<file path="src/design/bmba_pkg.sv">
// shared constants, types and the id helper function of the byte-map block allocator
package bmba_pkg;

  localparam int MAX_BLOCKS = 256;
  localparam int ADDR_W     = $clog2(MAX_BLOCKS);
  localparam int CNT_W      = ADDR_W + 1;
  localparam int ID_W       = 8;
  localparam int SHIFT_W    = 4;
  localparam int COUNT_W    = 9;
  localparam int BYTES_W    = 21;
  localparam int OFF_W      = 20;
  localparam int STATUS_W   = 2;
  localparam int CFG_IDX_W  = 1;
  localparam int CFG_DATA_W = 9;
  localparam int FB_W       = 22;

  localparam logic [SHIFT_W-1:0] SHIFT_MIN = 4'd4;
  localparam logic [SHIFT_W-1:0] SHIFT_MAX = 4'd12;

  localparam logic [STATUS_W-1:0] ST_OK        = 2'd0;
  localparam logic [STATUS_W-1:0] ST_NO_SPACE  = 2'd1;
  localparam logic [STATUS_W-1:0] ST_NOT_ALLOC = 2'd2;

  localparam logic CMD_FREE = 1'b1;

  localparam logic [CFG_IDX_W-1:0] CFG_SHIFT = 1'b0;
  localparam logic [CFG_IDX_W-1:0] CFG_COUNT = 1'b1;

  typedef enum logic [3:0] {
    OP_NONE, OP_LOAD, OP_DECIDE, OP_SCAN_RD, OP_SCAN_CHK, OP_LEFT_RD, OP_LEFT_CHK,
    OP_RIGHT_RD, OP_RIGHT_CHK, OP_WRITE, OP_ALLOC_DONE, OP_FREE_RD, OP_FREE_CHK,
    OP_FREE_DONE
  } op_t;

  typedef struct packed {
    op_t op;
  } dp_cmd_t;

  typedef struct packed {
    logic is_free;
    logic start_ok;
    logic hit;
    logic phase_end;
    logic wrap_ok;
    logic take;
    logic first;
    logic more;
    logic write_last;
  } dp_stat_t;

  function automatic logic [ID_W-1:0] pick_id(input logic [ID_W-1:0] left,
                                              input logic [ID_W-1:0] right);
    logic [ID_W-1:0] c;
    c = left + 1'b1;
    for (int k = 0; k < 3; k++) begin
      if (c == right || c == '0) c = c + 1'b1;
    end
    return c;
  endfunction

endpackage

</file>
<file path="src/design/bmba_in_if.sv">
// request channel: command beat with valid/ready
interface bmba_in_if;
  logic                          valid;
  logic                          ready;
  logic                          cmd;
  logic [bmba_pkg::BYTES_W-1:0]  alloc_bytes;
  logic [bmba_pkg::OFF_W-1:0]    free_offset;
  modport source (output valid, cmd, alloc_bytes, free_offset, input ready);
  modport sink (input valid, cmd, alloc_bytes, free_offset, output ready);
endinterface

</file>
<file path="src/design/bmba_out_if.sv">
// response channel: result beat with valid/ready
interface bmba_out_if;
  logic                          valid;
  logic                          ready;
  logic [bmba_pkg::STATUS_W-1:0] status;
  logic [bmba_pkg::OFF_W-1:0]    run_offset;
  logic [bmba_pkg::COUNT_W-1:0]  run_blocks;
  logic [bmba_pkg::COUNT_W-1:0]  blocks_used;
  modport source (output valid, status, run_offset, run_blocks, blocks_used, input ready);
  modport sink (input valid, status, run_offset, run_blocks, blocks_used, output ready);
endinterface

</file>
<file path="src/design/byte_map_block_allocator_core.sv">
// top level of the byte-map block allocator: one command beat in, one result beat out
// the owner map has one read port, so every block visited costs a read state
// and a check state
// one command at a time; a new beat is taken once the result beat has been taken
// rst (synchronous) clears the owner map valid bits at once, so all blocks read free
module byte_map_block_allocator_core (
  input  logic                             clk,
  input  logic                             rst,
  input  logic                             cfg_we,
  input  logic [bmba_pkg::CFG_IDX_W-1:0]   cfg_idx,
  input  logic [bmba_pkg::CFG_DATA_W-1:0]  cfg_data,
  bmba_in_if.sink                          in_ch,
  bmba_out_if.source                       out_ch
);
  bmba_pkg::dp_cmd_t            ctl;
  bmba_pkg::dp_stat_t           stat;
  logic                         rd_en;
  logic [bmba_pkg::ADDR_W-1:0]  rd_addr;
  logic                         wr_en;
  logic [bmba_pkg::ADDR_W-1:0]  wr_addr;
  logic [bmba_pkg::ID_W-1:0]    wr_data;
  logic [bmba_pkg::ID_W-1:0]    rd_data;

  bmba_ctrl u_ctrl (
    .clk       (clk),
    .rst       (rst),
    .in_valid  (in_ch.valid),
    .in_ready  (in_ch.ready),
    .out_valid (out_ch.valid),
    .out_ready (out_ch.ready),
    .stat      (stat),
    .ctl       (ctl)
  );

  bmba_datapath u_dp (
    .clk         (clk),
    .rst         (rst),
    .cfg_we      (cfg_we),
    .cfg_idx     (cfg_idx),
    .cfg_data    (cfg_data),
    .in_cmd      (in_ch.cmd),
    .in_bytes    (in_ch.alloc_bytes),
    .in_offset   (in_ch.free_offset),
    .ctl         (ctl),
    .stat        (stat),
    .rd_en       (rd_en),
    .rd_addr     (rd_addr),
    .wr_en       (wr_en),
    .wr_addr     (wr_addr),
    .wr_data     (wr_data),
    .rd_data     (rd_data),
    .status      (out_ch.status),
    .run_offset  (out_ch.run_offset),
    .run_blocks  (out_ch.run_blocks),
    .blocks_used (out_ch.blocks_used)
  );

  bmba_owner_map u_map (
    .clk     (clk),
    .rst     (rst),
    .rd_en   (rd_en),
    .rd_addr (rd_addr),
    .wr_en   (wr_en),
    .wr_addr (wr_addr),
    .wr_data (wr_data),
    .rd_data (rd_data)
  );
endmodule

</file>
<file path="src/design/bmba_owner_map.sv">
// owner id memory with per-entry valid bits, registered read
module bmba_owner_map (
  input  logic                         clk,
  input  logic                         rst,
  input  logic                         rd_en,
  input  logic [bmba_pkg::ADDR_W-1:0]  rd_addr,
  input  logic                         wr_en,
  input  logic [bmba_pkg::ADDR_W-1:0]  wr_addr,
  input  logic [bmba_pkg::ID_W-1:0]    wr_data,
  output logic [bmba_pkg::ID_W-1:0]    rd_data
);
  logic [bmba_pkg::ID_W-1:0]       mem [bmba_pkg::MAX_BLOCKS];
  logic [bmba_pkg::MAX_BLOCKS-1:0] vld;
  logic [bmba_pkg::ID_W-1:0]       q;
  logic                            vld_q;

  always_ff @(posedge clk) begin
    if (wr_en) mem[wr_addr] <= wr_data;
    if (rd_en) begin
      q     <= mem[rd_addr];
      vld_q <= vld[rd_addr];
    end
  end

  always_ff @(posedge clk) begin
    if (rst) begin
      vld <= '0;
    end else if (wr_en) begin
      vld[wr_addr] <= 1'b1;
    end
  end

  assign rd_data = vld_q ? q : '0;
endmodule

</file>
<file path="src/design/bmba_datapath.sv">
// datapath: config registers, search counters, id choice and result registers
module bmba_datapath (
  input  logic                             clk,
  input  logic                             rst,
  input  logic                             cfg_we,
  input  logic [bmba_pkg::CFG_IDX_W-1:0]   cfg_idx,
  input  logic [bmba_pkg::CFG_DATA_W-1:0]  cfg_data,
  input  logic                             in_cmd,
  input  logic [bmba_pkg::BYTES_W-1:0]     in_bytes,
  input  logic [bmba_pkg::OFF_W-1:0]       in_offset,
  input  bmba_pkg::dp_cmd_t                ctl,
  output bmba_pkg::dp_stat_t               stat,
  output logic                             rd_en,
  output logic [bmba_pkg::ADDR_W-1:0]      rd_addr,
  output logic                             wr_en,
  output logic [bmba_pkg::ADDR_W-1:0]      wr_addr,
  output logic [bmba_pkg::ID_W-1:0]        wr_data,
  input  logic [bmba_pkg::ID_W-1:0]        rd_data,
  output logic [bmba_pkg::STATUS_W-1:0]    status,
  output logic [bmba_pkg::OFF_W-1:0]       run_offset,
  output logic [bmba_pkg::COUNT_W-1:0]     run_blocks,
  output logic [bmba_pkg::COUNT_W-1:0]     blocks_used
);
  localparam int CW = bmba_pkg::CNT_W;

  logic [bmba_pkg::SHIFT_W-1:0]  shift_cfg;
  logic [bmba_pkg::COUNT_W-1:0]  count_cfg;
  logic                          op_free;
  logic [bmba_pkg::BYTES_W-1:0]  bytes;
  logic [bmba_pkg::OFF_W-1:0]    foff;
  logic [CW-1:0]                 need;
  logic [CW-1:0]                 start;
  logic [CW-1:0]                 pos;
  logic [CW-1:0]                 runlen;
  logic [CW-1:0]                 x;
  logic                          phase;
  logic [bmba_pkg::ID_W-1:0]     id;
  logic [bmba_pkg::ID_W-1:0]     left;
  logic [bmba_pkg::ADDR_W-1:0]   mark;
  logic [CW-1:0]                 used;
  logic [bmba_pkg::STATUS_W-1:0] status_q;
  logic [bmba_pkg::OFF_W-1:0]    roff_q;
  logic [CW-1:0]                 rblk_q;

  logic [bmba_pkg::SHIFT_W-1:0]  sh;
  logic [CW-1:0]                 cnt;
  logic [bmba_pkg::FB_W-1:0]     free_bytes;
  logic [bmba_pkg::FB_W-1:0]     need_w;
  logic                          space_ok;
  logic [CW:0]                   mark_inc;
  logic [CW-1:0]                 start_c;
  logic [bmba_pkg::OFF_W-1:0]    bi;
  logic                          bi_ok;
  logic                          data_zero;
  logic [CW-1:0]                 run_inc;
  logic [CW:0]                   lim_sn;
  logic [CW:0]                   last;
  logic [CW:0]                   xe;
  logic                          xe_in;
  logic [CW:0]                   xn;
  logic [bmba_pkg::ID_W-1:0]     right;

  always_comb begin
    if (shift_cfg < bmba_pkg::SHIFT_MIN) sh = bmba_pkg::SHIFT_MIN;
    else if (shift_cfg > bmba_pkg::SHIFT_MAX) sh = bmba_pkg::SHIFT_MAX;
    else sh = shift_cfg;
    if (count_cfg == '0) cnt = CW'(1);
    else if (int'(count_cfg) > bmba_pkg::MAX_BLOCKS) cnt = CW'(bmba_pkg::MAX_BLOCKS);
    else cnt = CW'(count_cfg);
  end

  assign free_bytes = (used >= cnt) ? '0 : (bmba_pkg::FB_W'(cnt - used) << sh);
  assign need_w     = (bmba_pkg::FB_W'(bytes) + ((bmba_pkg::FB_W'(1) << sh) - 1'b1)) >> sh;
  assign space_ok   = (bytes != '0) && (free_bytes >= bmba_pkg::FB_W'(bytes));
  assign mark_inc   = (CW+1)'(mark) + 1'b1;
  assign start_c    = (mark_inc >= (CW+1)'(cnt)) ? '0 : CW'(mark_inc);
  assign bi         = foff >> sh;
  assign bi_ok      = bi < bmba_pkg::OFF_W'(cnt);
  assign data_zero  = rd_data == '0;
  assign run_inc    = runlen + 1'b1;
  assign lim_sn     = (CW+1)'(start) + (CW+1)'(need) - 2'd2;
  assign last       = (phase && lim_sn < (CW+1)'(cnt - 1'b1)) ? lim_sn
                                                               : (CW+1)'(cnt - 1'b1);
  assign xe         = (CW+1)'(x) + (CW+1)'(need);
  assign xe_in      = xe < (CW+1)'(cnt);
  assign xn         = (CW+1)'(pos) + 1'b1;
  assign right      = xe_in ? rd_data : '0;

  always_comb begin
    stat.is_free    = op_free;
    stat.start_ok   = op_free ? bi_ok : space_ok;
    stat.hit        = data_zero && (run_inc == need);
    stat.phase_end  = (CW+1)'(pos) == last;
    stat.wrap_ok    = !phase && (start != '0);
    stat.first      = rblk_q == '0;
    stat.take       = (rblk_q == '0) ? !data_zero : (rd_data == id);
    stat.more       = xn < (CW+1)'(cnt);
    stat.write_last = run_inc == need;
  end

  always_comb begin
    rd_en   = 1'b0;
    rd_addr = pos[bmba_pkg::ADDR_W-1:0];
    wr_en   = 1'b0;
    wr_addr = pos[bmba_pkg::ADDR_W-1:0];
    wr_data = id;
    unique case (ctl.op)
      bmba_pkg::OP_SCAN_RD, bmba_pkg::OP_FREE_RD: rd_en = 1'b1;
      bmba_pkg::OP_LEFT_RD: begin
        rd_en   = x != '0;
        rd_addr = bmba_pkg::ADDR_W'(x - 1'b1);
      end
      bmba_pkg::OP_RIGHT_RD: begin
        rd_en   = xe_in;
        rd_addr = bmba_pkg::ADDR_W'(xe);
      end
      bmba_pkg::OP_WRITE: wr_en = 1'b1;
      bmba_pkg::OP_FREE_CHK: begin
        wr_en   = stat.take;
        wr_data = '0;
      end
      default: ;
    endcase
  end

  always_ff @(posedge clk) begin
    if (rst) begin
      shift_cfg <= bmba_pkg::SHIFT_MIN;
      count_cfg <= bmba_pkg::COUNT_W'(bmba_pkg::MAX_BLOCKS);
      mark      <= bmba_pkg::ADDR_W'(bmba_pkg::MAX_BLOCKS - 1);
      used      <= '0;
    end else begin
      if (cfg_we) begin
        unique case (cfg_idx)
          bmba_pkg::CFG_SHIFT: shift_cfg <= cfg_data[bmba_pkg::SHIFT_W-1:0];
          bmba_pkg::CFG_COUNT: count_cfg <= cfg_data[bmba_pkg::COUNT_W-1:0];
          default: ;
        endcase
      end
      if (ctl.op == bmba_pkg::OP_ALLOC_DONE) begin
        mark <= (xe >= (CW+1)'(2)) ? bmba_pkg::ADDR_W'(xe - 2'd2)
                                   : bmba_pkg::ADDR_W'(cnt - 1'b1);
        used <= used + need;
      end
      if (ctl.op == bmba_pkg::OP_FREE_DONE) begin
        used <= (used >= rblk_q) ? used - rblk_q : '0;
      end
    end
  end

  always_ff @(posedge clk) begin
    unique case (ctl.op)
      bmba_pkg::OP_LOAD: begin
        op_free <= in_cmd == bmba_pkg::CMD_FREE;
        bytes   <= in_bytes;
        foff    <= in_offset;
      end
      bmba_pkg::OP_DECIDE: begin
        need     <= CW'(need_w);
        start    <= start_c;
        pos      <= op_free ? CW'(bi) : start_c;
        runlen   <= '0;
        phase    <= 1'b0;
        status_q <= op_free ? bmba_pkg::ST_NOT_ALLOC : bmba_pkg::ST_NO_SPACE;
        roff_q   <= '0;
        rblk_q   <= '0;
      end
      bmba_pkg::OP_SCAN_CHK: begin
        if (stat.hit) begin
          x <= run_inc == need ? pos + 1'b1 - need : pos;
        end else if (stat.phase_end) begin
          phase  <= 1'b1;
          pos    <= '0;
          runlen <= '0;
        end else begin
          pos    <= pos + 1'b1;
          runlen <= data_zero ? run_inc : '0;
        end
      end
      bmba_pkg::OP_LEFT_CHK: left <= (x == '0) ? '0 : rd_data;
      bmba_pkg::OP_RIGHT_CHK: begin
        id     <= bmba_pkg::pick_id(left, right);
        pos    <= x;
        runlen <= '0;
      end
      bmba_pkg::OP_WRITE: begin
        pos    <= pos + 1'b1;
        runlen <= run_inc;
      end
      bmba_pkg::OP_ALLOC_DONE: begin
        status_q <= bmba_pkg::ST_OK;
        roff_q   <= bmba_pkg::OFF_W'(x) << sh;
        rblk_q   <= need;
      end
      bmba_pkg::OP_FREE_CHK: begin
        if (stat.take) begin
          if (stat.first) id <= rd_data;
          rblk_q <= rblk_q + 1'b1;
          pos    <= pos + 1'b1;
        end
      end
      bmba_pkg::OP_FREE_DONE: status_q <= bmba_pkg::ST_OK;
      default: ;
    endcase
  end

  assign status      = status_q;
  assign run_offset  = roff_q;
  assign run_blocks  = bmba_pkg::COUNT_W'(rblk_q);
  assign blocks_used = bmba_pkg::COUNT_W'(used);
endmodule

</file>
<file path="src/design/bmba_ctrl.sv">
// controller state machine: sequences the search, write and free sweeps
module bmba_ctrl (
  input  logic                clk,
  input  logic                rst,
  input  logic                in_valid,
  output logic                in_ready,
  output logic                out_valid,
  input  logic                out_ready,
  input  bmba_pkg::dp_stat_t  stat,
  output bmba_pkg::dp_cmd_t   ctl
);
  typedef enum logic [13:0] {
    S_IDLE       = 14'b00000000000001,
    S_DECIDE     = 14'b00000000000010,
    S_SCAN_RD    = 14'b00000000000100,
    S_SCAN_CHK   = 14'b00000000001000,
    S_LEFT_RD    = 14'b00000000010000,
    S_LEFT_CHK   = 14'b00000000100000,
    S_RIGHT_RD   = 14'b00000001000000,
    S_RIGHT_CHK  = 14'b00000010000000,
    S_WRITE      = 14'b00000100000000,
    S_ALLOC_DONE = 14'b00001000000000,
    S_FREE_RD    = 14'b00010000000000,
    S_FREE_CHK   = 14'b00100000000000,
    S_FREE_DONE  = 14'b01000000000000,
    S_DONE       = 14'b10000000000000
  } state_t;

  state_t state, state_next;

  always_ff @(posedge clk) begin
    if (rst) state <= S_IDLE;
    else state <= state_next;
  end

  assign in_ready  = state == S_IDLE;
  assign out_valid = state == S_DONE;

  always_comb begin
    state_next = state;
    ctl.op     = bmba_pkg::OP_NONE;
    unique case (state)
      S_IDLE: begin
        if (in_valid) begin
          ctl.op     = bmba_pkg::OP_LOAD;
          state_next = S_DECIDE;
        end
      end
      S_DECIDE: begin
        ctl.op = bmba_pkg::OP_DECIDE;
        priority if (!stat.start_ok) state_next = S_DONE;
        else if (stat.is_free) state_next = S_FREE_RD;
        else state_next = S_SCAN_RD;
      end
      S_SCAN_RD: begin
        ctl.op     = bmba_pkg::OP_SCAN_RD;
        state_next = S_SCAN_CHK;
      end
      S_SCAN_CHK: begin
        ctl.op = bmba_pkg::OP_SCAN_CHK;
        priority if (stat.hit) state_next = S_LEFT_RD;
        else if (stat.phase_end && stat.wrap_ok) state_next = S_SCAN_RD;
        else if (stat.phase_end) state_next = S_DONE;
        else state_next = S_SCAN_RD;
      end
      S_LEFT_RD: begin
        ctl.op     = bmba_pkg::OP_LEFT_RD;
        state_next = S_LEFT_CHK;
      end
      S_LEFT_CHK: begin
        ctl.op     = bmba_pkg::OP_LEFT_CHK;
        state_next = S_RIGHT_RD;
      end
      S_RIGHT_RD: begin
        ctl.op     = bmba_pkg::OP_RIGHT_RD;
        state_next = S_RIGHT_CHK;
      end
      S_RIGHT_CHK: begin
        ctl.op     = bmba_pkg::OP_RIGHT_CHK;
        state_next = S_WRITE;
      end
      S_WRITE: begin
        ctl.op = bmba_pkg::OP_WRITE;
        if (stat.write_last) state_next = S_ALLOC_DONE;
      end
      S_ALLOC_DONE: begin
        ctl.op     = bmba_pkg::OP_ALLOC_DONE;
        state_next = S_DONE;
      end
      S_FREE_RD: begin
        ctl.op     = bmba_pkg::OP_FREE_RD;
        state_next = S_FREE_CHK;
      end
      S_FREE_CHK: begin
        ctl.op = bmba_pkg::OP_FREE_CHK;
        priority if (stat.take && stat.more) state_next = S_FREE_RD;
        else if (stat.take) state_next = S_FREE_DONE;
        else if (stat.first) state_next = S_DONE;
        else state_next = S_FREE_DONE;
      end
      S_FREE_DONE: begin
        ctl.op     = bmba_pkg::OP_FREE_DONE;
        state_next = S_DONE;
      end
      S_DONE: begin
        if (out_ready) state_next = S_IDLE;
      end
      default: state_next = S_IDLE;
    endcase
  end
endmodule
</file>
<file path="src/flat_wrapper.sv">
// flat-port wrapper written by rule: the top's interface ports become plain ports
module byte_map_block_allocator_core_flat 
  (clk, rst, cfg_we, cfg_idx, cfg_data, in_ch_valid, in_ch_cmd, in_ch_alloc_bytes, in_ch_free_offset, in_ch_ready, out_ch_valid, out_ch_status, out_ch_run_offset, out_ch_run_blocks, out_ch_blocks_used, out_ch_ready);
  bmba_in_if in_ch_i ();
  bmba_out_if out_ch_i ();
  input  logic clk;
  input  logic rst;
  input  logic cfg_we;
  input  logic [bmba_pkg::CFG_IDX_W-1:0] cfg_idx;
  input  logic [bmba_pkg::CFG_DATA_W-1:0] cfg_data;
  input wire logic [$bits(in_ch_i.valid)-1:0] in_ch_valid;
  input wire logic [$bits(in_ch_i.cmd)-1:0] in_ch_cmd;
  input wire logic [$bits(in_ch_i.alloc_bytes)-1:0] in_ch_alloc_bytes;
  input wire logic [$bits(in_ch_i.free_offset)-1:0] in_ch_free_offset;
  output wire logic [$bits(in_ch_i.ready)-1:0] in_ch_ready;
  output wire logic [$bits(out_ch_i.valid)-1:0] out_ch_valid;
  output wire logic [$bits(out_ch_i.status)-1:0] out_ch_status;
  output wire logic [$bits(out_ch_i.run_offset)-1:0] out_ch_run_offset;
  output wire logic [$bits(out_ch_i.run_blocks)-1:0] out_ch_run_blocks;
  output wire logic [$bits(out_ch_i.blocks_used)-1:0] out_ch_blocks_used;
  input wire logic [$bits(out_ch_i.ready)-1:0] out_ch_ready;
  assign in_ch_i.valid = in_ch_valid;
  assign in_ch_i.cmd = in_ch_cmd;
  assign in_ch_i.alloc_bytes = in_ch_alloc_bytes;
  assign in_ch_i.free_offset = in_ch_free_offset;
  assign in_ch_ready = in_ch_i.ready;
  assign out_ch_valid = out_ch_i.valid;
  assign out_ch_status = out_ch_i.status;
  assign out_ch_run_offset = out_ch_i.run_offset;
  assign out_ch_run_blocks = out_ch_i.run_blocks;
  assign out_ch_blocks_used = out_ch_i.blocks_used;
  assign out_ch_i.ready = out_ch_ready;
  byte_map_block_allocator_core u_core (.clk(clk), .rst(rst), .cfg_we(cfg_we), .cfg_idx(cfg_idx), .cfg_data(cfg_data), .in_ch(in_ch_i), .out_ch(out_ch_i));
endmodule
</file>
<file path="config.mk">
export PLATFORM = sky130hd
export DESIGN_NAME = byte_map_block_allocator_core_flat
export DESIGN_NICKNAME = d
export VERILOG_FILES = /design/src/design/bmba_pkg.sv /design/src/design/bmba_in_if.sv /design/src/design/bmba_out_if.sv /design/src/design/byte_map_block_allocator_core.sv /design/src/design/bmba_owner_map.sv /design/src/design/bmba_datapath.sv /design/src/design/bmba_ctrl.sv /design/src/flat_wrapper.sv
export SDC_FILE = /design/constraint.sdc
export NUM_CORES = 2
export LEC_CHECK = 0
export BUFFER_PORTS_ARGS = -buffer_cell sky130_fd_sc_hd__buf_2
export CAP_MARGIN = 20
export CORE_AREA = 2 2 524 474
export DETAILED_ROUTE_END_ITERATION = 8
export DIE_AREA = 0 0 526 476
export PLACE_DENSITY = 0.68
export REMOVE_ABC_BUFFERS = 1
export SYNTH_ARGS = -nofsm -noshare
export SYNTH_HDL_FRONTEND = slang
export SYNTH_SLANG_ARGS = --single-unit
</file>
<file path="constraint.sdc">
create_clock -name clk -period 11.3 [get_ports clk]
set_clock_uncertainty 0.05 [all_clocks]
set_input_delay 1.695 -clock clk [delete_from_list [all_inputs] [get_ports clk]]
set_output_delay 1.695 -clock clk [all_outputs]
set_load 0.005 [all_outputs]
</file>
Word level (Yosys, flattened, before mapping)
Memories as Yosys holds them, arrays and structs flattened. A register that Yosys moved wholly into a read port is not among the register bits.
Cells that the tools add are included.
W data, S select, Z words.
- flip-flop bits (word level): 436
- bits in writable memories: 2048
- bits of input ports: 57
- output and inout port bits: 42
- word-level logic and storage cells: 214
- memories: 1
- memories (memory ; words ; bits a word ; read ports ; clocked after memory_dff ; write ports ; line ; source):
    u_core.u_map.mem ; 256 ; 8 ; 1 ; 1 ; 1 ; bmba_owner_map.sv:12 ; logic [bmba_pkg::ID_W-1:0] mem [bmba_pkg::MAX_BLOCKS];
- $add $sub $neg: 22
- $lt $le $gt $ge: 15
- equal/unequal tests: 40
- shifts and indexed selects: 5
- mux-type cells: 65
- bitwise logic cells: 2
- reduce and logical (&&, ||, !) cells: 43
- operator list (operator ; number):
    $or A256 B256 Y256 ; 1
    $pmux W14 S13 ; 1
    $mux W14 ; 10
    $mux W9 ; 15
    $mux W8 ; 11
    $pmux W9 S3 ; 2
    $pmux W4 S13 ; 1
    $pmux W9 S5 ; 1
    $pmux W20 S2 ; 1
    $add A8 B1 Y8 const B ; 4
    $eq A8 B8 Y1 ; 4
    $logic_not A8 Y1 ; 4
    $pmux W8 S2 ; 2
    $add A9 B1 Y9 const B ; 3
    $ge A9 B9 Y1 ; 3
    $logic_not A9 Y1 ; 3
    $eq A4 B4 Y1 const B ; 6
    $add A21 B22 Y22 ; 1
    $ge A22 B21 Y1 ; 1
    $mux W22 ; 1
    $shl A1 B4 Y22 const A ; 1
    $shl A22 B4 Y22 ; 1
    $shr A22 B4 Y9 ; 1
    $sub A22 B1 Y22 const B ; 1
    other kinds (64) ; 113

Depth between registers and ports, before layout
- word-level depth: 17
- depth in mapped cells: 32
- depth with buffers taken out: 31

Cells and area by module
A second synthesis with hierarchy kept.
- cell total of the unflattened synthesis: 6701
- area total of the unflattened synthesis: 105846.5 µm²
- modules (own cells, without submodules) (module ; times used ; cells an instance ; area each (µm²) ; seq. area each (µm²)):
    bmba_owner_map ; 1 ; 4662 ; 88922.8 ; 66894.2
    bmba_datapath ; 1 ; 1905 ; 15876.5 ; 4534.3
    bmba_ctrl ; 1 ; 134 ; 1047.3 ; 280.3

Worst setup path after synthesis
Ideal clock, no wire load.
- kind: register to register
- start point: register u_core.u_dp.need[0]
- end point: register u_core.u_dp.id[0] in the netlist's numbering (data pin)
- library setup time: 0.270 ns
- arrival: 5.931 ns
- slack: 5.048 ns
- stages on the path, launching flop included: 31
- buffers on the path: 1
- cell sequence: edfxtp_1 ha_1 inv_1 fa_1 nand2b_1 a21oi_2 a21oi_1 o21bai_1 xor2_1 ha_1 and3_1 nand4_1 o31ai_1 a2111o_1 buf_6 o21a_1 or2_1 nand3b_4 a21oi_1 xnor2_1 inv_1 ha_1 and4_4 a21oi_4 mux2i_1 ha_1 nand2_1 nor3b_1 a31oi_1 xnor2_1 a21oi_1
- word-level cells in the longest chain between the ends: 15
- RTL lines (what ; line ; source):
    from (decl) ; bmba_datapath.sv:31 ; logic [CW-1:0] need;
    from (signal assigned) ; bmba_datapath.sv:159 ; need <= CW'(need_w);
    $add A9 B9 Y10 * ; bmba_datapath.sv:84 ; assign xe = (CW+1)'(x) + (CW+1)'(need);
    $lt A10 B9 Y1 * ; bmba_datapath.sv:85 ; assign xe_in = xe < (CW+1)'(cnt);
    $mux W8 * ; bmba_datapath.sv:87 ; assign right = xe_in ? rd_data : '0;
    branches (longest 10 deep; another with $add A8 B1 Y8) ; - ;
    $mux W8 * ; bmba_pkg.sv:56 ; if (c == right || c == '0) c = c + 1'b1;
    $pmux W8 S2 * ; bmba_datapath.sv:152 ; unique case (ctl.op)
    to (signal assigned) ; bmba_datapath.sv:182 ; id <= bmba_pkg::pick_id(left, right);
    to (signal assigned) ; bmba_datapath.sv:197 ; if (stat.first) id <= rd_data;
    to (decl) ; bmba_datapath.sv:37 ; logic [bmba_pkg::ID_W-1:0] id;
Mark *: on every way between the ends. The select of a mux whose other input is x is not followed.
A chain may end at the register's enable or synchronous reset.

Worst setup path after layout
- start point: register u_core.u_dp.need[0]
- end point: register u_core.u_dp.id[1] in the netlist's numbering (data pin)
Same word-level chain as after synthesis.

==> results <==
- For this run, the slowest stage of the critical path takes ~670 ps.
- The number of buffers inserted during clock tree synthesis is 241.
- The count of pins on the block boundary is 99.
- Synthesis instantiated 96 different standard cells from the library.
- The floorplan step defined a die boundary enclosing between 200000 and 300000 um2.
- The highest clock rate is 0.129 GHz.
- By instance count, the leading cell after synthesis is nand2_1.
- After detailed routing, the average wire length per cell comes to 21.4 um.
- The multi-input logic area is about 35000 um2.
- Buffers placed on the I/O ports in this run total 94.
- CTS saw 2488 sinks.
- The category of the critical setup timing path is flop to flop.
- The H-tree was split into 4 levels.
- Cells with a size suffix above 1 make up 6.58% of the layout.
- OpenSTA, run right after detailed placement, puts the worst setup slack at 3690 ps.
- The run finished with clean final reports.
- The top cell type's share of synthesized area is between 50% and 60%.
- In the final design database the tool counted 10300 nets.
- After the flow finishes, the layout carries non-filler instances totaling 13500.
- The global-route wire length before repair is 436000 um.
- Among all flip-flop cells after synthesis, the most frequent one is edfxtp_1.
- After synthesis, the share of flip-flops with an asynchronous set or reset is 0%.
- The count of hold-fix buffers inserted at cts is 0.
- The filler cell count in the final layout is 21400.
- The area added between synthesis and finish is 10.4%.
- Summed over all nets, the half-perimeter wirelength after detailed placement is 172000 um.
- The largest individual stage delay along the critical path comes from the cell edfxtp_1.
- The final layout contains routed wiring with a total length of about 290000 um.
- The post-cts sizing count is 0.
- Once placement completed, the tool counted placed cells totaling 13000.
- In this run, the number of DRC markers left after iteration 0 of detailed routing was roughly 9100.
- The post-synthesis instance area is 110000 um2.
- STA classifies the critical path endpoint as a flop.
- Dividing total power by cell area gives a power density of 156 nW/um2.
- The net switching component of the power is roughly 4 mW.
- The placement row count is 173.
- The total global-route track usage is between 20% and 30%.
- STA classifies the critical path startpoint as a flop.
- The final routed DRC violation total is 0.
- The most numerous cell type found on the critical path is ha_1.
- In this run the tightest slew margin relative to its limit is 23.0%.
- Yosys printed 0 warnings.
- Once the floorplan was initialized, standard cells occupied between 40 and 50% of the core.
- The required arrival time at the worst endpoint is between 10000 and 15000 ps.
- The biggest fanout along the worst timing path is 12.
- The count of nets left with antenna violations once routing finished came out at 0.
- The final standard cell utilization of the core is ~49%.
- The commonest cells after synthesis are nand2_1 (3067), edfxtp_1 (2188), nor2_1 (908).
- Sorting the synthesized cells by area gives the leading types as edfxtp_1 (60%), nand2_1 (10%), dfxtp_1 (5.5%).
- The sequential cell area fraction in the yosys report is 65.4%.
- Setup repair after global routing left no endpoint under its margin.
- The root buffer cell is clkbuf_16.
- The cell leakage power is about 43 nW.
- The worst path meets setup with 3520 ps of slack.
- After global routing the overflow that remains totals 0.
- From bottom edge to top edge, the die measures ~480 um.
- The worst path in the final design needs a cycle of 7780 ps, including I/O delays and setup.
- The detailed router placed 76600 vias in this run.
- The routability congestion estimate from global placement is between 0.8 and 0.9.
- The share of total power dissipated in combinational logic is 4.6%.
- The internal reg-to-reg setup slack is between 3000 and 4000 ps.
- Using the TritonRoute via totals, the vias-per-cell ratio works out to 5.68.
- At the pin with the least slew margin, the transition time is 1150 ps.
- The data arrival at the endpoint of the critical path is 8380 ps.
- Post-CTS timing repair inserted 0 buffers for setup.
- The cell count after synthesis came out at 10200.
- The clock latency on the worst-skew pair is 910 ps.
- In this run, synthesis inferred 2188 flip-flops with an integrated enable.
- After clock tree synthesis, the clock-pin slew on the worst setup and hold paths is around 60 ps.
- The largest net degree at the start of global routing is 206.
- Setup violations remaining at the end of the flow were counted as 0.
- The final number of hold-violating endpoints is 0.
- The internal portion of the total power is ~15 mW.
- The largest total area in the synthesized netlist belongs to edfxtp_1.
- The final max-slew violation count was 0.
- The iteration count of the initial detailed-routing pass is 6.
- The average cell area after synthesis is 10.7 um2.
- The relative contribution of the clock network to total power is 43.1%.
- IR analysis of the VDD net gives a maximum drop of 151 uV.
- The switching share of power is 21.6%.
- The min-delay analysis places its worst path in the category flop to flop.
- The die width is 526 um.
- The number of flip-flops and latches in the synthesized netlist is about 2500.
- The number of antenna violations at the first check in global routing is 4.
- The area inside the core boundary is 245000 um2.
- The CTS tree is built.
- The via count of the first global-routing pass came to about 72000.
- The total design power is ~19 mW.
- The worst hold slack is 413 ps.
- The max-cap check violation count is 0.
- The final clock period utilization by the worst path is 68.8%.
- Summing all flip-flop and latch instances after layout gives 71700 um2.
- Per report_power, the sequential group accounts for 52.3% of the total.
- The clock passes through at most 4 buffers.
placed cells by master (no fill, tap or decap), types with 22 or more instances in the layout:
master     instances
o21ba_2           33
clkbuf_16        242
clkbuf_1          63
nand2_1         3067
xor2_1            43
mux2i_1           75
nor3_1            32
xnor2_1          106
nand3_1          646
buf_12            25
o21ai_1           57
a21oi_1          141
bufinv_16         23
a211oi_1          23
o211ai_1         575
dfxtp_1          299
a21o_1            44
edfxtp_1        2188
and3_1            22
clkinv_2          45
nor2_1           907
buf_2             93
ha_1             173
clkbuf_8          31
clkinv_1          23
buf_4             90
nand2b_1          24
o21ai_0          598
nor2b_1           25
inv_1            182
a31oi_1           29
registers in the layout (all words and copies together) (netlist names), 14 cells and up:
signal                  count
u_core.u_dp.run_offset     20
u_core.u_dp.bytes          21
u_core.u_ctrl.state        14
u_core.u_map.vld          256
u_core.u_dp.foff           16
u_core.u_map.mem         2048
stage by stage:
step | TNS (ps) | cell area, um2
floorplan | -304970 | 107000
global placement | 0 | 113000
detailed placement | 0 | 113000
CTS | 0 | 121000
global route | 0 | 121000
finish | 0 | 121000
kinds of logic after synthesis:
family / count (synthesis) / synth area share [%]
AO/OA/AOI/OAI: 1645 / 9.60
XOR/XNOR: 151 / 1.23
adder cells (fa/ha/maj): 185 / 2.15
buffers and inverters: 844 / 2.98
flip-flops: 2488 / 65.4
multiplexers: 84 / 0.777
other: 2 / 0.00685
AND/OR/NAND/NOR: 4841 / 17.9
critical path: cells and delay by family, from the launching register on:
kind	cells	cell delay [ps]
compound gates	12	2630
simple gates	8	1420
fa+ha+maj	5	1350
mux	2	680
flops	1	670
xor+xnor	2	550
buf+inv	2	170
cell type report:
cell class,count,area share (%)
Clock buffer,336,5.55
Multi-Input combinational cell,6922,28.8
Inverter,184,0.573
Antenna cell,3,0.00620
Sequential cell,2488,59.2
Clock inverter,111,1.02
Tap cell,3237,3.35
Timing Repair Buffer,213,1.43
power by group through the flow:
stage / Clock (mW) / Sequential [mW] / Combinational [mW]
after floorplan: 0 / 10.1 / 0.866
after global placement: 0 / 10.1 / 0.833
after detailed placement: 0 / 10.1 / 0.848
after CTS: 8.25 / 9.91 / 0.853
after global routing: 8.60 / 9.90 / 0.953
final: 8.15 / 9.91 / 0.866
per-layer routing:
layer  part of all wire (%)  track usage, %
met1                     43            32.2
met2                     45            34.8
met3                    9.2            4.36
met4                    2.7            6.27
met5                      0               0
path summary, 6_finish.rpt:
path / from / end / depth (start not counted)
worst max-delay path: u_core.u_dp.need[0] / u_core.u_dp.id[1] / 31
worst min-delay path: u_core.u_dp.count_cfg[0] / u_core.u_dp.count_cfg[0] / 2
worst min register to register: u_core.u_dp.count_cfg[0] / u_core.u_dp.count_cfg[0] / 2
worst max register to register: u_core.u_dp.need[0] / u_core.u_dp.id[1] / 31
No activity file was read; power rests on OpenSTA's default activity.
